`config.mk`:
```
export PLATFORM = sky130hd
export DESIGN_NAME = sliding_window_arq_sender
export DESIGN_NICKNAME = d
export VERILOG_FILES = /design/src/hdl/swarq_pkg.sv /design/src/hdl/sliding_window_arq_sender.sv /design/src/hdl/swarq_ctrl.sv /design/src/hdl/swarq_dp.sv
export SDC_FILE = /design/constraint.sdc
export NUM_CORES = 1
export LEC_CHECK = 0
export BUFFER_PORTS_ARGS = -buffer_cell sky130_fd_sc_hd__buf_2
export CAP_MARGIN = 10
export CORE_MARGIN = 5
export CORE_UTILIZATION = 50
export CTS_CLUSTER_DIAMETER = 120
export DETAILED_ROUTE_END_ITERATION = 10
export PLACE_DENSITY = 0.67
export SYNTH_ARGS = -nofsm -noshare
export SYNTH_HDL_FRONTEND = slang
export SYNTH_SLANG_ARGS = --single-unit
```
`constraint.sdc`:
```
create_clock -name clk_i -period 5.3 [get_ports clk_i]
set_clock_uncertainty 0.1 [all_clocks]
set_input_delay 0.795 -clock clk_i [delete_from_list [all_inputs] [get_ports clk_i]]
set_output_delay 0.795 -clock clk_i [all_outputs]
set_load 0.02 [all_outputs]
```
`src/hdl/swarq_pkg.sv`:
```
// package: shared types and codes for the sliding-window arq sender
`default_nettype none

package swarq_pkg;

  typedef enum logic [1:0] {
    OP_OFFER   = 2'd0,
    OP_ACK     = 2'd1,
    OP_NACK    = 2'd2,
    OP_TIMEOUT = 2'd3
  } op_e;

  localparam logic [2:0] KIND_DATA   = 3'd0;
  localparam logic [2:0] KIND_END    = 3'd1;
  localparam logic [2:0] KIND_DONE   = 3'd2;
  localparam logic [2:0] KIND_ABORT  = 3'd3;
  localparam logic [2:0] KIND_REJECT = 3'd4;

  localparam int unsigned SEQ_FIELD_W = 5;
  localparam logic [7:0] MAX_RETRIES_RST = 8'd3;

  typedef struct packed {
    logic [1:0] op;
    logic [5:0] chunk_length;
    logic [7:0] chunk_tag;
    logic       chunk_final;
    logic [4:0] response_seq;
  } in_item_t;

  typedef struct packed {
    logic [2:0] result_kind;
    logic [4:0] frame_seq;
    logic [5:0] frame_length;
    logic [7:0] frame_tag;
    logic       last_of_burst;
  } out_item_t;

  typedef enum logic [2:0] {
    ST_IDLE,
    ST_DECIDE,
    ST_SEARCH,
    ST_SHIFT,
    ST_PREP,
    ST_EMIT,
    ST_SINGLE
  } state_e;

  typedef struct packed {
    logic       latch;
    logic       offer_write;
    logic       end_write;
    logic       set_wait;
    logic       clr_wait;
    logic       clear_xfer;
    logic       retry_inc;
    logic       retry_clr;
    logic       fill_clr;
    logic       fill_sub;
    logic       idx_clr;
    logic       idx_inc;
    logic       found_cap;
    logic       shift_copy;
    logic       emit_slot;
    logic       emit_single;
    logic [2:0] single_kind;
  } cmd_t;

  typedef struct packed {
    op_e  op;
    logic waiting;
    logic eof;
    logic endq;
    logic full;
    logic retry_ge;
    logic ack_match;
    logic idx_end;
    logic slot_hit;
    logic shift_end;
    logic slot_last;
    logic out_free;
  } sts_t;

endpackage

`default_nettype wire

```
`src/hdl/sliding_window_arq_sender.sv`:
```
// top level: sliding-window arq sender control, controller plus datapath
//
//   port group        dir  handshake            payload
//   in_item_i         in   in_valid_i/in_stall_o   op, chunk fields, response_seq
//   out_item_o        out  out_valid_o/out_stall_i result kind, frame fields, last
//   cfg_data_i        in   cfg_valid_i/cfg_ready_o max_retries
//
// an item is latched while idle and decoded in the next cycle; an offer is then
// decided and prepared, and emitted frames leave one per cycle while the output
// is free (up to WINDOW); a nack walks the slots one per cycle to find the frame
// and then moves the kept slots down one per cycle before the prepare step
// reset clears all control state; slot contents are not cleared
// a stalled result holds the output register; emission waits until it frees
`default_nettype none

module sliding_window_arq_sender #(
  parameter int unsigned WINDOW      = 8,
  parameter int unsigned SEQ_MODULUS = 32,
  parameter int unsigned PAYLOAD_MAX = 63
) (
  input  wire logic                 clk_i,
  input  wire logic                 rst_ni,
  input  wire logic                 in_valid_i,
  output logic                      in_stall_o,
  input  wire swarq_pkg::in_item_t  in_item_i,
  output logic                      out_valid_o,
  input  wire logic                 out_stall_i,
  output swarq_pkg::out_item_t      out_item_o,
  input  wire logic                 cfg_valid_i,
  output logic                      cfg_ready_o,
  input  wire logic [7:0]           cfg_data_i
);
  import swarq_pkg::*;

  cmd_t cmd;
  sts_t sts;

  assign cfg_ready_o = 1'b1;

  swarq_ctrl u_ctrl (
    .clk_i      (clk_i),
    .rst_ni     (rst_ni),
    .in_valid_i (in_valid_i),
    .in_stall_o (in_stall_o),
    .sts_i      (sts),
    .cmd_o      (cmd)
  );

  swarq_dp #(
    .WINDOW      (WINDOW),
    .SEQ_MODULUS (SEQ_MODULUS),
    .PAYLOAD_MAX (PAYLOAD_MAX)
  ) u_dp (
    .clk_i       (clk_i),
    .rst_ni      (rst_ni),
    .in_item_i   (in_item_i),
    .cfg_valid_i (cfg_valid_i),
    .cfg_data_i  (cfg_data_i),
    .cmd_i       (cmd),
    .sts_o       (sts),
    .out_valid_o (out_valid_o),
    .out_stall_i (out_stall_i),
    .out_item_o  (out_item_o)
  );

endmodule

`default_nettype wire

```
`src/hdl/swarq_ctrl.sv`:
```
// controller: sequences decode, nack search, window shift and emission
`default_nettype none

module swarq_ctrl (
  input  wire logic            clk_i,
  input  wire logic            rst_ni,
  input  wire logic            in_valid_i,
  output logic                 in_stall_o,
  input  wire swarq_pkg::sts_t sts_i,
  output swarq_pkg::cmd_t      cmd_o
);
  import swarq_pkg::*;

  state_e     state_q, state_d;
  logic [2:0] kind_q, kind_d;

  always_ff @(posedge clk_i or negedge rst_ni) begin
    if (!rst_ni) begin
      state_q <= ST_IDLE;
      kind_q  <= KIND_REJECT;
    end else begin
      state_q <= state_d;
      kind_q  <= kind_d;
    end
  end

  always_comb begin
    state_d = state_q;
    kind_d  = kind_q;
    cmd_o   = '0;
    cmd_o.single_kind = kind_q;
    in_stall_o = (state_q != ST_IDLE);
    unique case (state_q)
      ST_IDLE: begin
        if (in_valid_i) begin
          cmd_o.latch = 1'b1;
          state_d = ST_DECIDE;
        end
      end
      ST_DECIDE: begin
        if (sts_i.op == OP_OFFER) begin
          if (sts_i.waiting || sts_i.eof || sts_i.full) begin
            kind_d  = KIND_REJECT;
            state_d = ST_SINGLE;
          end else begin
            cmd_o.offer_write = 1'b1;
            state_d = ST_PREP;
          end
        end else if (!sts_i.waiting) begin
          kind_d  = KIND_REJECT;
          state_d = ST_SINGLE;
        end else if (sts_i.op == OP_TIMEOUT) begin
          if (sts_i.retry_ge) begin
            cmd_o.clear_xfer = 1'b1;
            kind_d  = KIND_ABORT;
            state_d = ST_SINGLE;
          end else begin
            cmd_o.retry_inc = 1'b1;
            cmd_o.idx_clr   = 1'b1;
            state_d = ST_EMIT;
          end
        end else if (sts_i.op == OP_ACK) begin
          cmd_o.retry_clr = 1'b1;
          if (sts_i.ack_match) begin
            if (sts_i.endq) begin
              cmd_o.clear_xfer = 1'b1;
              kind_d  = KIND_DONE;
              state_d = ST_SINGLE;
            end else begin
              cmd_o.fill_clr = 1'b1;
              state_d = ST_PREP;
            end
          end else begin
            cmd_o.idx_clr = 1'b1;
            state_d = ST_EMIT;
          end
        end else begin
          cmd_o.retry_clr = 1'b1;
          cmd_o.idx_clr   = 1'b1;
          state_d = ST_SEARCH;
        end
      end
      ST_SEARCH: begin
        if (sts_i.idx_end) begin
          // named frame not held: drop the whole window
          cmd_o.fill_clr = 1'b1;
          state_d = ST_PREP;
        end else if (sts_i.slot_hit) begin
          cmd_o.found_cap = 1'b1;
          cmd_o.idx_clr   = 1'b1;
          state_d = ST_SHIFT;
        end else begin
          cmd_o.idx_inc = 1'b1;
        end
      end
      ST_SHIFT: begin
        if (sts_i.shift_end) begin
          cmd_o.fill_sub = 1'b1;
          state_d = ST_PREP;
        end else begin
          cmd_o.shift_copy = 1'b1;
          cmd_o.idx_inc    = 1'b1;
        end
      end
      ST_PREP: begin
        if (!sts_i.eof && !sts_i.full) begin
          cmd_o.clr_wait = 1'b1;
          state_d = ST_IDLE;
        end else begin
          cmd_o.end_write = sts_i.eof && !sts_i.full && !sts_i.endq;
          cmd_o.set_wait  = 1'b1;
          cmd_o.idx_clr   = 1'b1;
          state_d = ST_EMIT;
        end
      end
      ST_EMIT: begin
        if (sts_i.idx_end) begin
          state_d = ST_IDLE;
        end else if (sts_i.out_free) begin
          cmd_o.emit_slot = 1'b1;
          if (sts_i.slot_last) begin
            state_d = ST_IDLE;
          end else begin
            cmd_o.idx_inc = 1'b1;
          end
        end
      end
      ST_SINGLE: begin
        if (sts_i.out_free) begin
          cmd_o.emit_single = 1'b1;
          state_d = ST_IDLE;
        end
      end
      default: begin
        state_d = ST_IDLE;
      end
    endcase
  end

endmodule

`default_nettype wire

```
`src/hdl/swarq_dp.sv`:
```
// datapath: window slots, counters, flags, retry counter and output register
`default_nettype none

module swarq_dp #(
  parameter int unsigned WINDOW      = 8,
  parameter int unsigned SEQ_MODULUS = 32,
  parameter int unsigned PAYLOAD_MAX = 63
) (
  input  wire logic                 clk_i,
  input  wire logic                 rst_ni,
  input  wire swarq_pkg::in_item_t  in_item_i,
  input  wire logic                 cfg_valid_i,
  input  wire logic [7:0]           cfg_data_i,
  input  wire swarq_pkg::cmd_t      cmd_i,
  output swarq_pkg::sts_t           sts_o,
  output logic                      out_valid_o,
  input  wire logic                 out_stall_i,
  output swarq_pkg::out_item_t      out_item_o
);
  import swarq_pkg::*;

  localparam int unsigned IW   = (WINDOW > 1) ? $clog2(WINDOW) : 1;
  localparam int unsigned CW   = $clog2(WINDOW + 1);
  localparam int unsigned SW   = $clog2(SEQ_MODULUS);
  localparam int unsigned CMPW = (SW > SEQ_FIELD_W) ? SW : SEQ_FIELD_W;
  localparam logic [SW-1:0] SEQ_LAST = SW'(SEQ_MODULUS - 1);
  localparam logic [CW-1:0] FILL_MAX = CW'(WINDOW);

  logic [SW-1:0] slot_seq_q    [WINDOW];
  logic [5:0]    slot_length_q [WINDOW];
  logic [7:0]    slot_tag_q    [WINDOW];
  logic          slot_end_q    [WINDOW];

  logic [CW-1:0] fill_q, idx_q, found_q;
  logic [SW-1:0] newest_q, seq_next;
  logic [7:0]    retry_q, max_retries_q;
  logic          eof_q, endq_q, wait_q;
  in_item_t      item_q;
  logic          out_valid_q;
  out_item_t     out_q;

  logic [CW:0]   shift_sum;
  logic [IW-1:0] rd_idx, wr_idx;
  logic [5:0]    sat_len;
  logic          out_free;

  assign seq_next  = (newest_q == SEQ_LAST) ? '0 : newest_q + SW'(1);
  assign shift_sum = (CW+1)'(found_q) + (CW+1)'(idx_q);
  assign rd_idx    = (cmd_i.shift_copy) ? shift_sum[IW-1:0] : idx_q[IW-1:0];
  assign wr_idx    = (cmd_i.shift_copy) ? idx_q[IW-1:0] : fill_q[IW-1:0];
  assign sat_len   = (int'(item_q.chunk_length) > PAYLOAD_MAX) ? 6'(PAYLOAD_MAX)
                                                               : item_q.chunk_length;
  assign out_free  = !out_valid_q || !out_stall_i;

  always_comb begin
    sts_o.op        = op_e'(item_q.op);
    sts_o.waiting   = wait_q;
    sts_o.eof       = eof_q;
    sts_o.endq      = endq_q;
    sts_o.full      = (fill_q >= FILL_MAX);
    sts_o.retry_ge  = (retry_q >= max_retries_q);
    sts_o.ack_match = (SEQ_FIELD_W'(newest_q) == item_q.response_seq);
    sts_o.idx_end   = (idx_q >= fill_q);
    sts_o.slot_hit  = (CMPW'(slot_seq_q[idx_q[IW-1:0]]) == CMPW'(item_q.response_seq));
    sts_o.shift_end = (shift_sum >= (CW+1)'(fill_q));
    sts_o.slot_last = ((CW+1)'(idx_q) + (CW+1)'(1) >= (CW+1)'(fill_q))
                      || slot_end_q[idx_q[IW-1:0]];
    sts_o.out_free  = out_free;
  end

  // slot storage, written at fill for new frames or at idx while shifting
  always_ff @(posedge clk_i) begin
    if (cmd_i.offer_write) begin
      slot_seq_q[wr_idx]    <= seq_next;
      slot_length_q[wr_idx] <= sat_len;
      slot_tag_q[wr_idx]    <= item_q.chunk_tag;
      slot_end_q[wr_idx]    <= 1'b0;
    end else if (cmd_i.end_write) begin
      slot_seq_q[wr_idx]    <= seq_next;
      slot_length_q[wr_idx] <= '0;
      slot_tag_q[wr_idx]    <= '0;
      slot_end_q[wr_idx]    <= 1'b1;
    end else if (cmd_i.shift_copy) begin
      slot_seq_q[wr_idx]    <= slot_seq_q[rd_idx];
      slot_length_q[wr_idx] <= slot_length_q[rd_idx];
      slot_tag_q[wr_idx]    <= slot_tag_q[rd_idx];
      slot_end_q[wr_idx]    <= slot_end_q[rd_idx];
    end
  end

  always_ff @(posedge clk_i) begin
    if (cmd_i.latch) begin
      item_q <= in_item_i;
    end
    if (cmd_i.emit_slot) begin
      out_q.result_kind   <= slot_end_q[rd_idx] ? KIND_END : KIND_DATA;
      out_q.frame_seq     <= SEQ_FIELD_W'(slot_seq_q[rd_idx]);
      out_q.frame_length  <= slot_length_q[rd_idx];
      out_q.frame_tag     <= slot_tag_q[rd_idx];
      out_q.last_of_burst <= sts_o.slot_last;
    end else if (cmd_i.emit_single) begin
      out_q.result_kind   <= cmd_i.single_kind;
      out_q.frame_seq     <= '0;
      out_q.frame_length  <= '0;
      out_q.frame_tag     <= '0;
      out_q.last_of_burst <= 1'b1;
    end
  end

  always_ff @(posedge clk_i or negedge rst_ni) begin
    if (!rst_ni) begin
      fill_q        <= '0;
      idx_q         <= '0;
      found_q       <= '0;
      newest_q      <= SEQ_LAST;
      retry_q       <= '0;
      max_retries_q <= MAX_RETRIES_RST;
      eof_q         <= 1'b0;
      endq_q        <= 1'b0;
      wait_q        <= 1'b0;
      out_valid_q   <= 1'b0;
    end else begin
      if (cfg_valid_i) begin
        max_retries_q <= cfg_data_i;
      end
      if (cmd_i.emit_slot || cmd_i.emit_single) begin
        out_valid_q <= 1'b1;
      end else if (!out_stall_i) begin
        out_valid_q <= 1'b0;
      end
      if (cmd_i.found_cap) begin
        found_q <= idx_q;
      end
      if (cmd_i.idx_clr) begin
        idx_q <= '0;
      end else if (cmd_i.idx_inc) begin
        idx_q <= idx_q + CW'(1);
      end
      if (cmd_i.retry_inc) begin
        retry_q <= retry_q + 8'd1;
      end else if (cmd_i.retry_clr) begin
        retry_q <= '0;
      end
      if (cmd_i.set_wait) begin
        wait_q <= 1'b1;
      end else if (cmd_i.clr_wait) begin
        wait_q <= 1'b0;
      end
      if (cmd_i.offer_write) begin
        newest_q <= seq_next;
        fill_q   <= fill_q + CW'(1);
        if (item_q.chunk_final) begin
          eof_q <= 1'b1;
        end
      end else if (cmd_i.end_write) begin
        newest_q <= seq_next;
        fill_q   <= fill_q + CW'(1);
        endq_q   <= 1'b1;
      end else if (cmd_i.fill_clr) begin
        fill_q <= '0;
      end else if (cmd_i.fill_sub) begin
        fill_q <= fill_q - found_q;
      end
      // end of transfer: fill, newest sequence, retry count and flags back to reset values
      if (cmd_i.clear_xfer) begin
        fill_q   <= '0;
        newest_q <= SEQ_LAST;
        retry_q  <= '0;
        eof_q    <= 1'b0;
        endq_q   <= 1'b0;
        wait_q   <= 1'b0;
      end
    end
  end

  assign out_valid_o = out_valid_q;
  assign out_item_o  = out_q;

  a_fill_bound: assert property (@(posedge clk_i) disable iff (!rst_ni)
    fill_q <= FILL_MAX)
    else $error("window fill above its size");

  a_clear_empties: assert property (@(posedge clk_i) disable iff (!rst_ni)
    cmd_i.clear_xfer |=> (fill_q == '0) && !wait_q && !eof_q && !endq_q)
    else $error("transfer state not cleared");

  a_out_held: assert property (@(posedge clk_i) disable iff (!rst_ni)
    out_valid_q && out_stall_i |=> out_valid_q && $stable(out_q))
    else $error("stalled result lost");

  a_shift_from_hit: assert property (@(posedge clk_i) disable iff (!rst_ni)
    cmd_i.shift_copy |-> (shift_sum < (CW+1)'(fill_q)))
    else $error("shift reads beyond the window");

endmodule

`default_nettype wire
```
## Word level (Yosys, flattened, before mapping)

Memories as Yosys holds them, arrays and structs flattened.
Index checks and enable logic that the tools add are counted.

| storage, ports and cells | value |
|---|---|
| register bits | 88 |
| bits in writable memories | 160 |
| memories | 4 |

| operators by class | value |
|---|---|
| add/subtract/negate cells | 7 |
| order comparisons | 5 |
| equality and inequality tests | 24 |
| muxes and demuxes | 120 |
| bitwise logic cells | 8 |
| reduce and logical (&&, ||, !) cells | 29 |

Memory list:

| name | words | bits a word | read ports | clocked after memory_dff | write ports | line | RTL |
|---|---|---|---|---|---|---|---|
| u_dp.slot_tag_q | 8 | 8 | 1 | 0 | 1 | swarq_dp.sv:31 | `logic [7:0] slot_tag_q [WINDOW];` |
| u_dp.slot_length_q | 8 | 6 | 1 | 0 | 1 | swarq_dp.sv:30 | `logic [5:0] slot_length_q [WINDOW];` |
| u_dp.slot_seq_q | 8 | 5 | 2 | 0 | 1 | swarq_dp.sv:29 | `logic [SW-1:0] slot_seq_q [WINDOW];` |
| u_dp.slot_end_q | 8 | 1 | 2 | 0 | 1 | swarq_dp.sv:32 | `logic slot_end_q [WINDOW];` |

Operators by type and width:

| operator | count |
|---|---|
| $mux 3 | 26 |
| $mux 1 | 60 |
| $mux 23 | 2 |
| $mux 8 | 5 |
| $mux 4 | 9 |
| $mux 5 | 6 |
| $pmux 3 s7 | 1 |
| $mux 2 | 6 |
| $mux 6 | 2 |
| $ne 4x4->1 const B | 3 |
| $reduce_and 6->1 | 2 |
| $reduce_bool 3->1 | 4 |
| $eq 5x5->1 | 2 |
| $ge 5x4->1 | 2 |
| $reduce_bool 2->1 | 5 |
| $eq 3x3->1 const B | 3 |
| $add 4x1->4 const B | 2 |
| $add 8x1->8 const B | 1 |
| $ge 8x8->1 | 1 |
| $ne 2x2->1 const B | 4 |
| $or 1x1->1 | 8 |
| $eq 3x2->1 const B | 2 |
| $ne 3x3->1 const B | 2 |
| $pmux 1 s3 | 2 |
| 21 further kinds | 33 |

## Depth between registers and ports, before layout

Gate-level depths: netlist of run 1.

| logic depth | value |
|---|---|
| word-level depth | 11 |
| gate-level depth with buffers | 14 |
| mapped depth without buffers | 12 |

## Modules after synthesis

Synthesis of run 1 repeated with hierarchy kept, for this count alone.

| second synthesis, totals | value |
|---|---|
| cell total of the unflattened synthesis | 1139 |
| area total of the unflattened synthesis | 13058.8 µm² |

By module, submodules not included:

| module | times used | cells an instance | area an instance (µm²) |
|---|---|---|---|
| swarq_dp | 1 | 1048 | 12310.6 |
| swarq_ctrl | 1 | 89 | 737.0 |
| sliding_window_arq_sender | 1 | 2 | 11.3 |

## Least setup slack after synthesis of run 1

Ideal clock, no wire load.

| timing | value |
|---|---|
| path kind | reg2reg |
| from | register u_dp.found_q[0] |
| to | memory u_dp.slot_end_q[1] (enable) |
| library setup time | 0.397 ns |
| data arrival time | 3.781 ns |
| slack | 1.023 ns |
| cell stages (with the launch flop) | 11 |
| clock period less this slack | 4.277 ns |
| cells stage by stage | dfrtp_1 -> ha_1 -> fa_1 -> xnor2_1 -> inv_1 -> ha_1 -> o21ai_0 -> o2111a_1 -> clkbuf_1 -> a22oi_1 -> nor2_1 |

| between the ends | value |
|---|---|
| cells in the longest elaborated chain, start to end | 9 |

Ends and longest elaborated chain:

| item | line | RTL |
|---|---|---|
| start: declaration | swarq_dp.sv:34 | `logic [CW-1:0] fill_q, idx_q, found_q;` |
| start signal: assignment | swarq_dp.sv:132 | `found_q <= idx_q;` |
| $add 4x4->5 (*) | swarq_dp.sv:48 | `assign shift_sum = (CW+1)'(found_q) + (CW+1)'(idx_q);` |
| $ge 5x4->1 (*) | swarq_dp.sv:65 | `sts_o.shift_end = (shift_sum >= (CW+1)'(fill_q));` |
| $mux 1 (*) | swarq_ctrl.sv:97 | `if (sts_i.shift_end) begin` |
| $mux 1 (*) | swarq_ctrl.sv:33 | `unique case (state_q)` |
| $mux 1 | swarq_dp.sv:83 | `end else if (cmd_i.shift_copy) begin` |
| $mux 1 | swarq_dp.sv:78 | `end else if (cmd_i.end_write) begin` |
| $mux 1 | swarq_dp.sv:73 | `if (cmd_i.offer_write) begin` |
| $mux 1 (implied by the code) | swarq_dp.sv:87 | `slot_end_q[wr_idx] <= slot_end_q[rd_idx];` |
| $or 1x1->1 (no line) | - |  |
| end: declaration | swarq_dp.sv:32 |  |

Every way passes the cells marked *; elsewhere a longest branch is shown, timed or not.

## Worst setup path after layout of run 1

| timing | value |
|---|---|
| from | register u_dp.found_q[0] |
| to | memory u_dp.slot_seq_q[2][1] (netlist bit), data pin |

| between the ends | value |
|---|---|
| cells in the longest elaborated chain, start to end | 9 |

Ends and longest elaborated chain:

| item | line |
|---|---|
| $add 4x4->5 (*) | swarq_dp.sv:48 |
| branches (longest 7 deep; another with $ge 5x4->1) | - |
| $mux 5 (no line) (*) | - |
| end: declaration | swarq_dp.sv:29 |

Every way passes the cells marked *.

==> results.cfg, run 1 <==
[placement]
dpl.hpwl_um = 17700
finalWeightedCongestion = 0.846
place_inst = 1304
dp_slack_ps = 617
numPortBuffers = 59

[min_path]
min_path_type = input pin to register
min_to = u_dp.item_q[2]
hp-start = in_item_i[2]
hold_depth = 1

[sta]
worst_pin_slew_ps = 1040
slew_violations = 0
final.setup.worst_slack_ps = 594
fin_crit_sh = 0.888
setup_viol = 0
finalSetupTns_ps = 0
min_period_ps = 4710
fmax_mhz = 213
relSlewSlack = 0.304
rsz0062_at_grt = no
hold_viol = 0

[routing]
drc_errors = 0
drt_first_pass_iters = 6
vias = 8017
ant_nets = 0
drt_wl_total_um = 28000
drtIter0Drc = 736
wl_per_cell_um = 20.7
via_per_inst = 5.93

[global_route]
grt_pass1_wl_um = 44800
first_global_vias = 7991
grt_max_degree = 81
antenna_found_initial = 0
grtUsageTotal = 0.215
grt_remaining_overflow = 0

[finish]
diodes = 0
final_cell_mix = edfxtp_1, nand2_1, nand3_1
fin_nets = 1121
drive_gt1_frac = 0.147
fin_util = 0.576
final_cells = 1351
nFillCells = 1899
area_delta_synth_final_pct = 13.3
layout.cells.most_common = edfxtp_1

[worst_setup_path]
crit_fanout = 31
critPathLaunchType = register
worstPathArrival_ps = 4820
required_ps = 5410
reg2reg_depth = 14
timing.rr.end = u_dp.slot_seq_q[2][1]
endpoint_kind = register
r2r_slack_ps = 590
crit_type = register to register
r2r_start = u_dp.found_q[0]

[logic_synthesis]
ys_types = 71
avgSynthCellArea_um2 = 11.7
seq_area_frac_synth = 0.627
synth_edf_count = 205
synthFlopType = edfxtp_1
syn_nets = 1061
async_flop_share = 0.173
synthCells = 988
synth-seq-cells = 248
ys_warn_count = 0
syn_area_um2 = 11600

[run]
maxCapViolations = 0

[clock_network]
post_cts_buffers = 0
cts_tree = done
cts.sinks = 248
postCtsHoldBufs = 0
cts_resized = 0
htree_levels = 1
cts_root_buf = clkbuf_16
clk_pin_slew_ps = 60
clk_latency_ps = 520
clockBufferDepth = 3
cts_buffers = 27

[power_and_ir_drop]
power.density_nw_per_um2 = 560
peakVddDrop_v = 0.000299
leakagePower_uw = 0.00496

[floorplanning]
num_rows = 55
dieWidth_um = 162
start_util = 0.509
coreArea_um2 = 22700
fp.dieH_um = 162
dieArea_um2 = 26200
ios = 61

[outcome]
status = finished clean
==> worst max-delay path by stage <==
stage                         start                       end  slack [ps]  depth (start not counted)
detailed placement  u_dp.found_q[0]     u_dp.slot_tag_q[2][3]         620                         14
CTS                 u_dp.found_q[0]  u_dp.slot_length_q[0][4]         620                         14
floorplan           u_dp.found_q[0]        u_dp.slot_end_q[1]        1020                         10
global route        u_dp.found_q[0]     u_dp.slot_tag_q[2][6]         210                         14
global placement    u_dp.found_q[0]  u_dp.slot_length_q[4][4]         760                         14
finish              u_dp.found_q[0]     u_dp.slot_seq_q[2][1]         590                         14
==> registers in the layout, indices dropped and copies added (netlist names) <==
name / flops
u_dp.sts_o: 2
u_dp.endq_q: 1
u_dp.out_item_o: 23
u_dp.item_q: 14
u_dp.slot_end_q: 8
u_ctrl.state_q: 3
u_dp.slot_seq_q: 40
u_dp.max_retries_q: 8
u_dp.newest_q: 5
u_dp.slot_tag_q: 64
u_dp.out_valid_o: 1
u_dp.idx_q: 4
u_dp.eof_q: 1
u_dp.found_q: 4
u_dp.retry_q: 8
u_dp.fill_q: 4
u_dp.slot_length_q: 48
u_dp.wait_q: 1
u_dp.sat_len: 6
u_ctrl.kind_q: 3
==> per-layer routing <==
layer / track usage / vias up / routed length [um]
met5: 0 / - / 0
met4: 0.0673 / 0 / 726
li1: - / 3737 / -
met1: 0.305 / 3933 / 12000
met3: 0.0261 / 52 / 1930
met2: 0.350 / 295 / 13300
==> Yosys cell counts, types with 5 or more instances <==
cell      number  area (um2)
dfrtp_1       35         876
and3_1         7        43.8
o31ai_1        5        37.5
xor2_1        10        87.6
nand2b_1       9        56.3
a22oi_1        5        37.5
xnor2_1       10        87.6
nand3_1       89         445
inv_1         25        93.8
o21ai_1        8        40.0
buf_2         17        85.1
nand2_1      191         717
dfstp_2        8         210
mux2i_1       25         250
a32oi_1       20         175
nor2_1        54         203
a221oi_1       5        43.8
buf_4         10        75.1
o21ai_0       48         240
nor2b_1        8        50.1
ha_1          36         450
edfxtp_1     205        6160
a21oi_1       41         205
clkbuf_1      21        78.8
a22o_1         5        43.8
nor3_1        14        70.1
==> kinds of logic (layout without fill, tap and decap cells) <==
kind of cell	Yosys count	after routing	synth area share
adder cells (fa/ha/maj)	38	38	0.0425
XOR/XNOR	20	20	0.0152
buffers and inverters	77	155	0.0310
AND/OR/NAND/NOR	397	397	0.153
multiplexers	31	31	0.0288
other	1	1	0.000325
AO/OA/AOI/OAI	176	176	0.102
flip-flops	248	248	0.627
==> per-stage QoR <==
stage	total power (uW)	cell area, um2	hold WS, ps
3_3_place_gp	5490	12200	371
4_1_cts	7360	13100	332
2_1_floorplan	4720	11600	352
6_report	7330	13100	346
5_1_grt	7760	13100	337
3_5_place_dp	5540	12200	377
==> power by group <==
group / switching [uW] / internal (uW)
combinational: 1790 / 902
sequential: 201 / 2630
clock: 737 / 1070
==> worst max-delay path, stage by stage, from the launching register on <==
cell and delay [ps]:
dfrtp_1 400, ha_1 250, fa_1 460, xnor2_1 180, buf_4 180, inv_1 70
ha_1 290, o21ai_0 420, o2111ai_4 230, mux2_4 520, buf_4 310, nand2_1 80
a32oi_1 180, nand3_1 120, o21ai_0 590
==> layout make-up <==
class / instances / area (um2) / area share
Clock buffer: 32 / 694 / 0.0530
Clock inverter: 15 / 149 / 0.0114
Inverter: 25 / 93.8 / 0.00717
Multi-Input combinational cell: 663 / 4030 / 0.308
Sequential cell: 248 / 7240 / 0.553
Tap cell: 285 / 357 / 0.0272
Timing Repair Buffer: 83 / 526 / 0.0401
Power figures use the tool's default switching activity.
==> run 2, diff against run 1 <==
==> constraint.sdc (replaced) <==
create_clock -name clk_i -period 5.5 [get_ports clk_i]
set_clock_uncertainty 0.1 [all_clocks]
set_input_delay 0.825 -clock clk_i [delete_from_list [all_inputs] [get_ports clk_i]]
set_output_delay 0.825 -clock clk_i [all_outputs]
set_load 0.02 [all_outputs]
==> run 2 against run 1 <==
Compared with the run above: fmax shrank 3.2%; clock-buffer cell count up 1; clock power barely moved; worst hold slack improved by 15 ps; via count fell by 0.85%; largest power group unchanged; worst setup slack gained 42 ps; flip-flop and latch count did not move; register-to-register slack improved by 40 ps; combinational power fell by 4%; sequential power shrank 4%.
==> results.cfg, run 2 (synthesis gave the netlist of run 1 again) <==
[worst_setup_path]
required_ps = 5630
crit_type = register to register
crit_fanout = 41
crit_path_max_incr_delay_ps = 620
worstPathArrival_ps = 5000
endpoint_kind = register
critPathLaunchType = register
crit_chain = ha_1 -> fa_1 -> xnor2_1 -> buf_4 -> inv_1 -> ha_1 -> o21ai_0 -> o2111ai_4 -> mux2_4 -> buf_4 -> nand2_1 -> a32oi_1 -> nand3_1 -> o21ai_0
slowest_stage = mux2_4

[routing]
drt_first_pass_iters = 5
drc_errors = 0
vias = 7949
ant_nets = 0
drtIter0Drc = 600
wl_per_cell_um = 20.3
via_per_inst = 5.88
drt_wl_total_um = 27500

[sta]
fin_crit_sh = 0.884
hold_viol = 0
setup_viol = 0
slew_violations = 0
final.setup.worst_slack_ps = 636
worst_pin_slew_ps = 1030
rsz0062_at_grt = no
relSlewSlack = 0.314
min_period_ps = 4860
finalSetupTns_ps = 0
fmax_mhz = 206

[clock_network]
cts_tree = done
clk_pin_slew_ps = 60
postCtsHoldBufs = 0
cts_resized = 0
cts_buffers = 26
post_cts_buffers = 0
clockBufferDepth = 3
htree_levels = 1
cts_root_buf = clkbuf_16
clk_latency_ps = 530
cts.sinks = 248

[finish]
diodes = 0
fin_nets = 1120
layout.cells.most_common = edfxtp_1
largest-register = u_dp.slot_tag_q
drive_gt1_frac = 0.143
top_regs = u_dp.slot_tag_q (64), u_dp.slot_length_q (48), u_dp.slot_seq_q (40)
largest_reg_flops = 64
area_delta_synth_final_pct = 13.2
final_cell_mix = edfxtp_1, nand2_1, nand3_1

[floorplanning]
coreArea_um2 = 22700
dieArea_um2 = 26200
dieWidth_um = 162
fp.dieH_um = 162
ios = 61
start_util = 0.509
num_rows = 55

[global_route]
grt_remaining_overflow = 0
antenna_found_initial = 0
grt_max_degree = 81
grtUsageTotal = 0.208
grt_pass1_wl_um = 43200
first_global_vias = 7808

[min_path]
min_path_type = input pin to asynchronous set/reset pin

[placement]
dp_slack_ps = 629
finalWeightedCongestion = 0.822
dpl.hpwl_um = 17100
numPortBuffers = 59

[run]
maxCapViolations = 0

[power_and_ir_drop]
netSwitchingPower_uw = 2630
peakVddDrop_v = 0.000309
p_comb_frac = 0.365
clkPwrFrac = 0.251
power_frac_seq = 0.384
swShare = 0.371
leakagePower_uw = 0.00494
power.density_nw_per_um2 = 542
internal_power_uw = 4460

[outcome]
status = finished clean
run 2: final timing paths:
check | from | end | slack (ps) | cells past startpoint
max | u_dp.found_q[0] | u_dp.slot_length_q[6][4] | 640 | 14
min | rst_ni | u_dp.max_retries_q[5] | 360 | 1
max reg2reg | u_dp.found_q[0] | u_dp.slot_length_q[6][4] | 640 | 14
min reg2reg | u_ctrl.kind_q[1] | u_ctrl.kind_q[1] | 400 | 2
max in group asynchronous | rst_ni | u_dp.found_q[2] | 4300 | 1
min in group clk_i | in_item_i[4] | u_dp.item_q[4] | 360 | 1
run 2: power by group through the flow:
stage	Sequential (uW)	Combinational [uW]	Clock, uW
floorplan	2730	1820	0
global placement	2750	2530	0
detailed placement	2760	2570	0
CTS	2720	2590	1810
global route	2750	2860	1900
finish	2720	2590	1780
run 2: critical path: cells and delay by family, from the launching register on:
family,cells,cell delay [ps]
AND/OR/NAND/NOR,2,200
adder cells (fa/ha/maj),3,980
multiplexers,1,620
flip-flops,1,410
XOR/XNOR,1,180
AO/OA/AOI/OAI,4,1500
buffers and inverters,3,550
run 2: cell type report:
type / instances / area [um2]
fill: 1834 / 9630
sequential: 248 / 7240
multi-input combinational: 663 / 4030
clock buffer: 33 / 687
timing repair buffer: 83 / 488
tap: 285 / 357
clock inverter: 15 / 183
inverter: 25 / 93.8
run 2: through the flow:
stage	cells	util	area [um2]	hold WS (ps)	power, uW
floorplan	988	-	11600	352	4550
global placement	1304	0.538	12200	377	5280
detailed placement	1304	0.538	12200	391	5330
CTS	1352	0.576	13100	343	7120
global route	1352	0.576	13100	344	7510
finish	1352	0.576	13100	361	7090
run 2: layer usage:
layer  vias to the layer above  part of all wire  global-route usage
met4                         0             0.029              0.0711
met2                       255              0.47               0.338
met5                         -                 0                   0
li1                       3749                 -                   -
met3                        59             0.062              0.0279
met1                      3886              0.43               0.293
==> run 3, diff against run 2 <==
--- a/config.mk
+++ b/config.mk
@@ -12,6 +12,7 @@
 export CTS_CLUSTER_DIAMETER = 120
 export DETAILED_ROUTE_END_ITERATION = 10
 export PLACE_DENSITY = 0.67
+export REMOVE_ABC_BUFFERS = 1
 export SYNTH_ARGS = -nofsm -noshare
 export SYNTH_HDL_FRONTEND = slang
 export SYNTH_SLANG_ARGS = --single-unit
==> run 3 against run 2 <==
Compared with the run above: highest routed layer unchanged; critical endpoint is now u_dp.slot_length_q[5][2]; combinational power about the same; flip-flop and latch count unchanged; power up 1.2%; die area unchanged.
==> results.cfg, run 3 (synthesis gave the netlist of run 1 again) <==
[outcome]
status = finished clean

[placement]
dpl.hpwl_um = 16500
place_area_um2 = 12200
numPortBuffers = 59
finalWeightedCongestion = 0.868

[worst_setup_path]
crit_path_start = u_dp.found_q[0]
r2r_slack_ps = 540
slowest_stage = mux2_4
cp_num_buf_inv = 2
crit_path_max_incr_delay_ps = 660
crit_family = compound AO/OA/AOI/OAI gates
reg2reg_depth = 13
r2r_start = u_dp.found_q[0]
required_ps = 5630
worstPathArrival_ps = 5090
timing.rr.end = u_dp.slot_length_q[5][2]
endpoint_kind = register
crit_fanout = 53
critPathLaunchType = register
crit_type = register to register
crit_chain = ha_1 -> fa_1 -> xnor2_1 -> inv_1 -> ha_1 -> o21ai_0 -> o2111ai_4 -> mux2_4 -> buf_4 -> nand2_1 -> a32oi_1 -> nand3_1 -> o21ai_0

[clock_network]
cts_buffers = 27
postCtsHoldBufs = 0
cts_resized = 0
cts_tree = done
post_cts_buffers = 0
clk_pin_slew_ps = 70
cts.sinks = 248
clk_latency_ps = 530
cts_root_buf = clkbuf_16
clockBufferDepth = 3
htree_levels = 1

[finish]
area_delta_synth_final_pct = 13.6
fin_nets = 1120
drive_gt1_frac = 0.149
diodes = 0
multi_input_area_um2 = 4000
layout.cells.most_common = edfxtp_1
largest_reg_flops = 64
design_area_um2 = 13100
largest-register = u_dp.slot_tag_q
seq_area_um2 = 7240
nFillCells = 1865
final_cell_mix = edfxtp_1, nand2_1, nand3_1
top_regs = u_dp.slot_tag_q (64), u_dp.slot_length_q (48), u_dp.slot_seq_q (40)

[floorplanning]
dieWidth_um = 162
fp.dieH_um = 162
start_util = 0.509
num_rows = 55
dieArea_um2 = 26200
coreArea_um2 = 22700
ios = 61

[global_route]
antenna_found_initial = 0
grt_pass1_wl_um = 43200
grtUsageTotal = 0.207
grt_max_degree = 81
grt_remaining_overflow = 0
first_global_vias = 7841

[min_path]
hold_depth = 1
min_to = u_dp.item_q[1]
min_path_type = input pin to register
hp-start = in_item_i[1]

[sta]
worst_pin_slew_ps = 1030
min_period_ps = 4960
hold_viol = 0
relSlewSlack = 0.310
slew_violations = 0
fin_crit_sh = 0.902
fmax_mhz = 202
rsz0062_at_grt = no
setup_viol = 0
holdWs_ps = 365

[routing]
vias = 7897
drt_first_pass_iters = 5
drc_errors = 0
via_per_inst = 5.84
drtIter0Drc = 701
ant_nets = 0
wl_per_cell_um = 20.1
drt_wl_total_um = 27100

[power_and_ir_drop]
peakVddDrop_v = 0.000317
leakagePower_uw = 0.00499
p_total_uw = 7170
power.density_nw_per_um2 = 546

[run]
maxCapViolations = 0
## run 3: cell types whose count changed in the layout (fill, tap and decap cells not counted), moves of 2 or more
cell | before | now
buf_4 | 23 | 21
bufinv_16 | 4 | 6
clkbuf_1 | 6 | 4
clkinv_1 | 7 | 3
clkinv_2 | 1 | 6
clkinv_4 | 0 | 2
clkinvlp_4 | 2 | 0
o31ai_2 | 0 | 3
o31ai_4 | 3 | 0
## run 3: layer usage
metal / wire [um] / vias up / GRT usage / share of wire
met5: 0 / - / 0 / 0
met4: 491 / 0 / 0.0415 / 0.018
met3: 1640 / 42 / 0.0312 / 0.060
met2: 12700 / 246 / 0.342 / 0.47
met1: 12300 / 3867 / 0.295 / 0.45
li1: - / 3742 / - / -
## run 3: power by group
| part | internal, uW | switching (uW) | leakage, uW |
|---|---|---|---|
| logic | 849 | 1710 | 0.00213 |
| registers | 2530 | 183 | 0.00240 |
| clock network | 1180 | 719 | 0.000463 |
| total | 4560 | 2610 | 0.00499 |
## run 3: worst max-delay path by stage
stage / to / depth (start not counted)
6_report: u_dp.slot_length_q[5][2] / 13
4_1_cts: u_dp.slot_length_q[1][2] / 13
3_3_place_gp: u_dp.slot_tag_q[5][0] / 13
2_1_floorplan: u_dp.slot_length_q[0][0] / 12
5_1_grt: u_dp.slot_length_q[7][2] / 13
3_5_place_dp: u_dp.slot_length_q[6][2] / 13
## run 3: per-stage QoR
| stage | utilization | std cells | setup TNS [ps] | setup slack [ps] |
|---|---|---|---|---|
| detailed placement | 0.537 | 1303 | 0 | 615 |
| floorplan | - | 936 | -31250 | -264 |
| finish | 0.578 | 1352 | 0 | 538 |
| global placement | 0.537 | 1303 | 0 | 717 |
| global route | 0.578 | 1352 | 0 | 176 |
| CTS | 0.578 | 1352 | 0 | 584 |
## run 3: final cells by class
type	instances	share of cell area
tap	285	0.0272
sequential	248	0.552
inverter	25	0.00715
clock inverter	18	0.0189
timing repair buffer	82	0.0376
clock buffer	31	0.0526
multi-input combinational	663	0.305
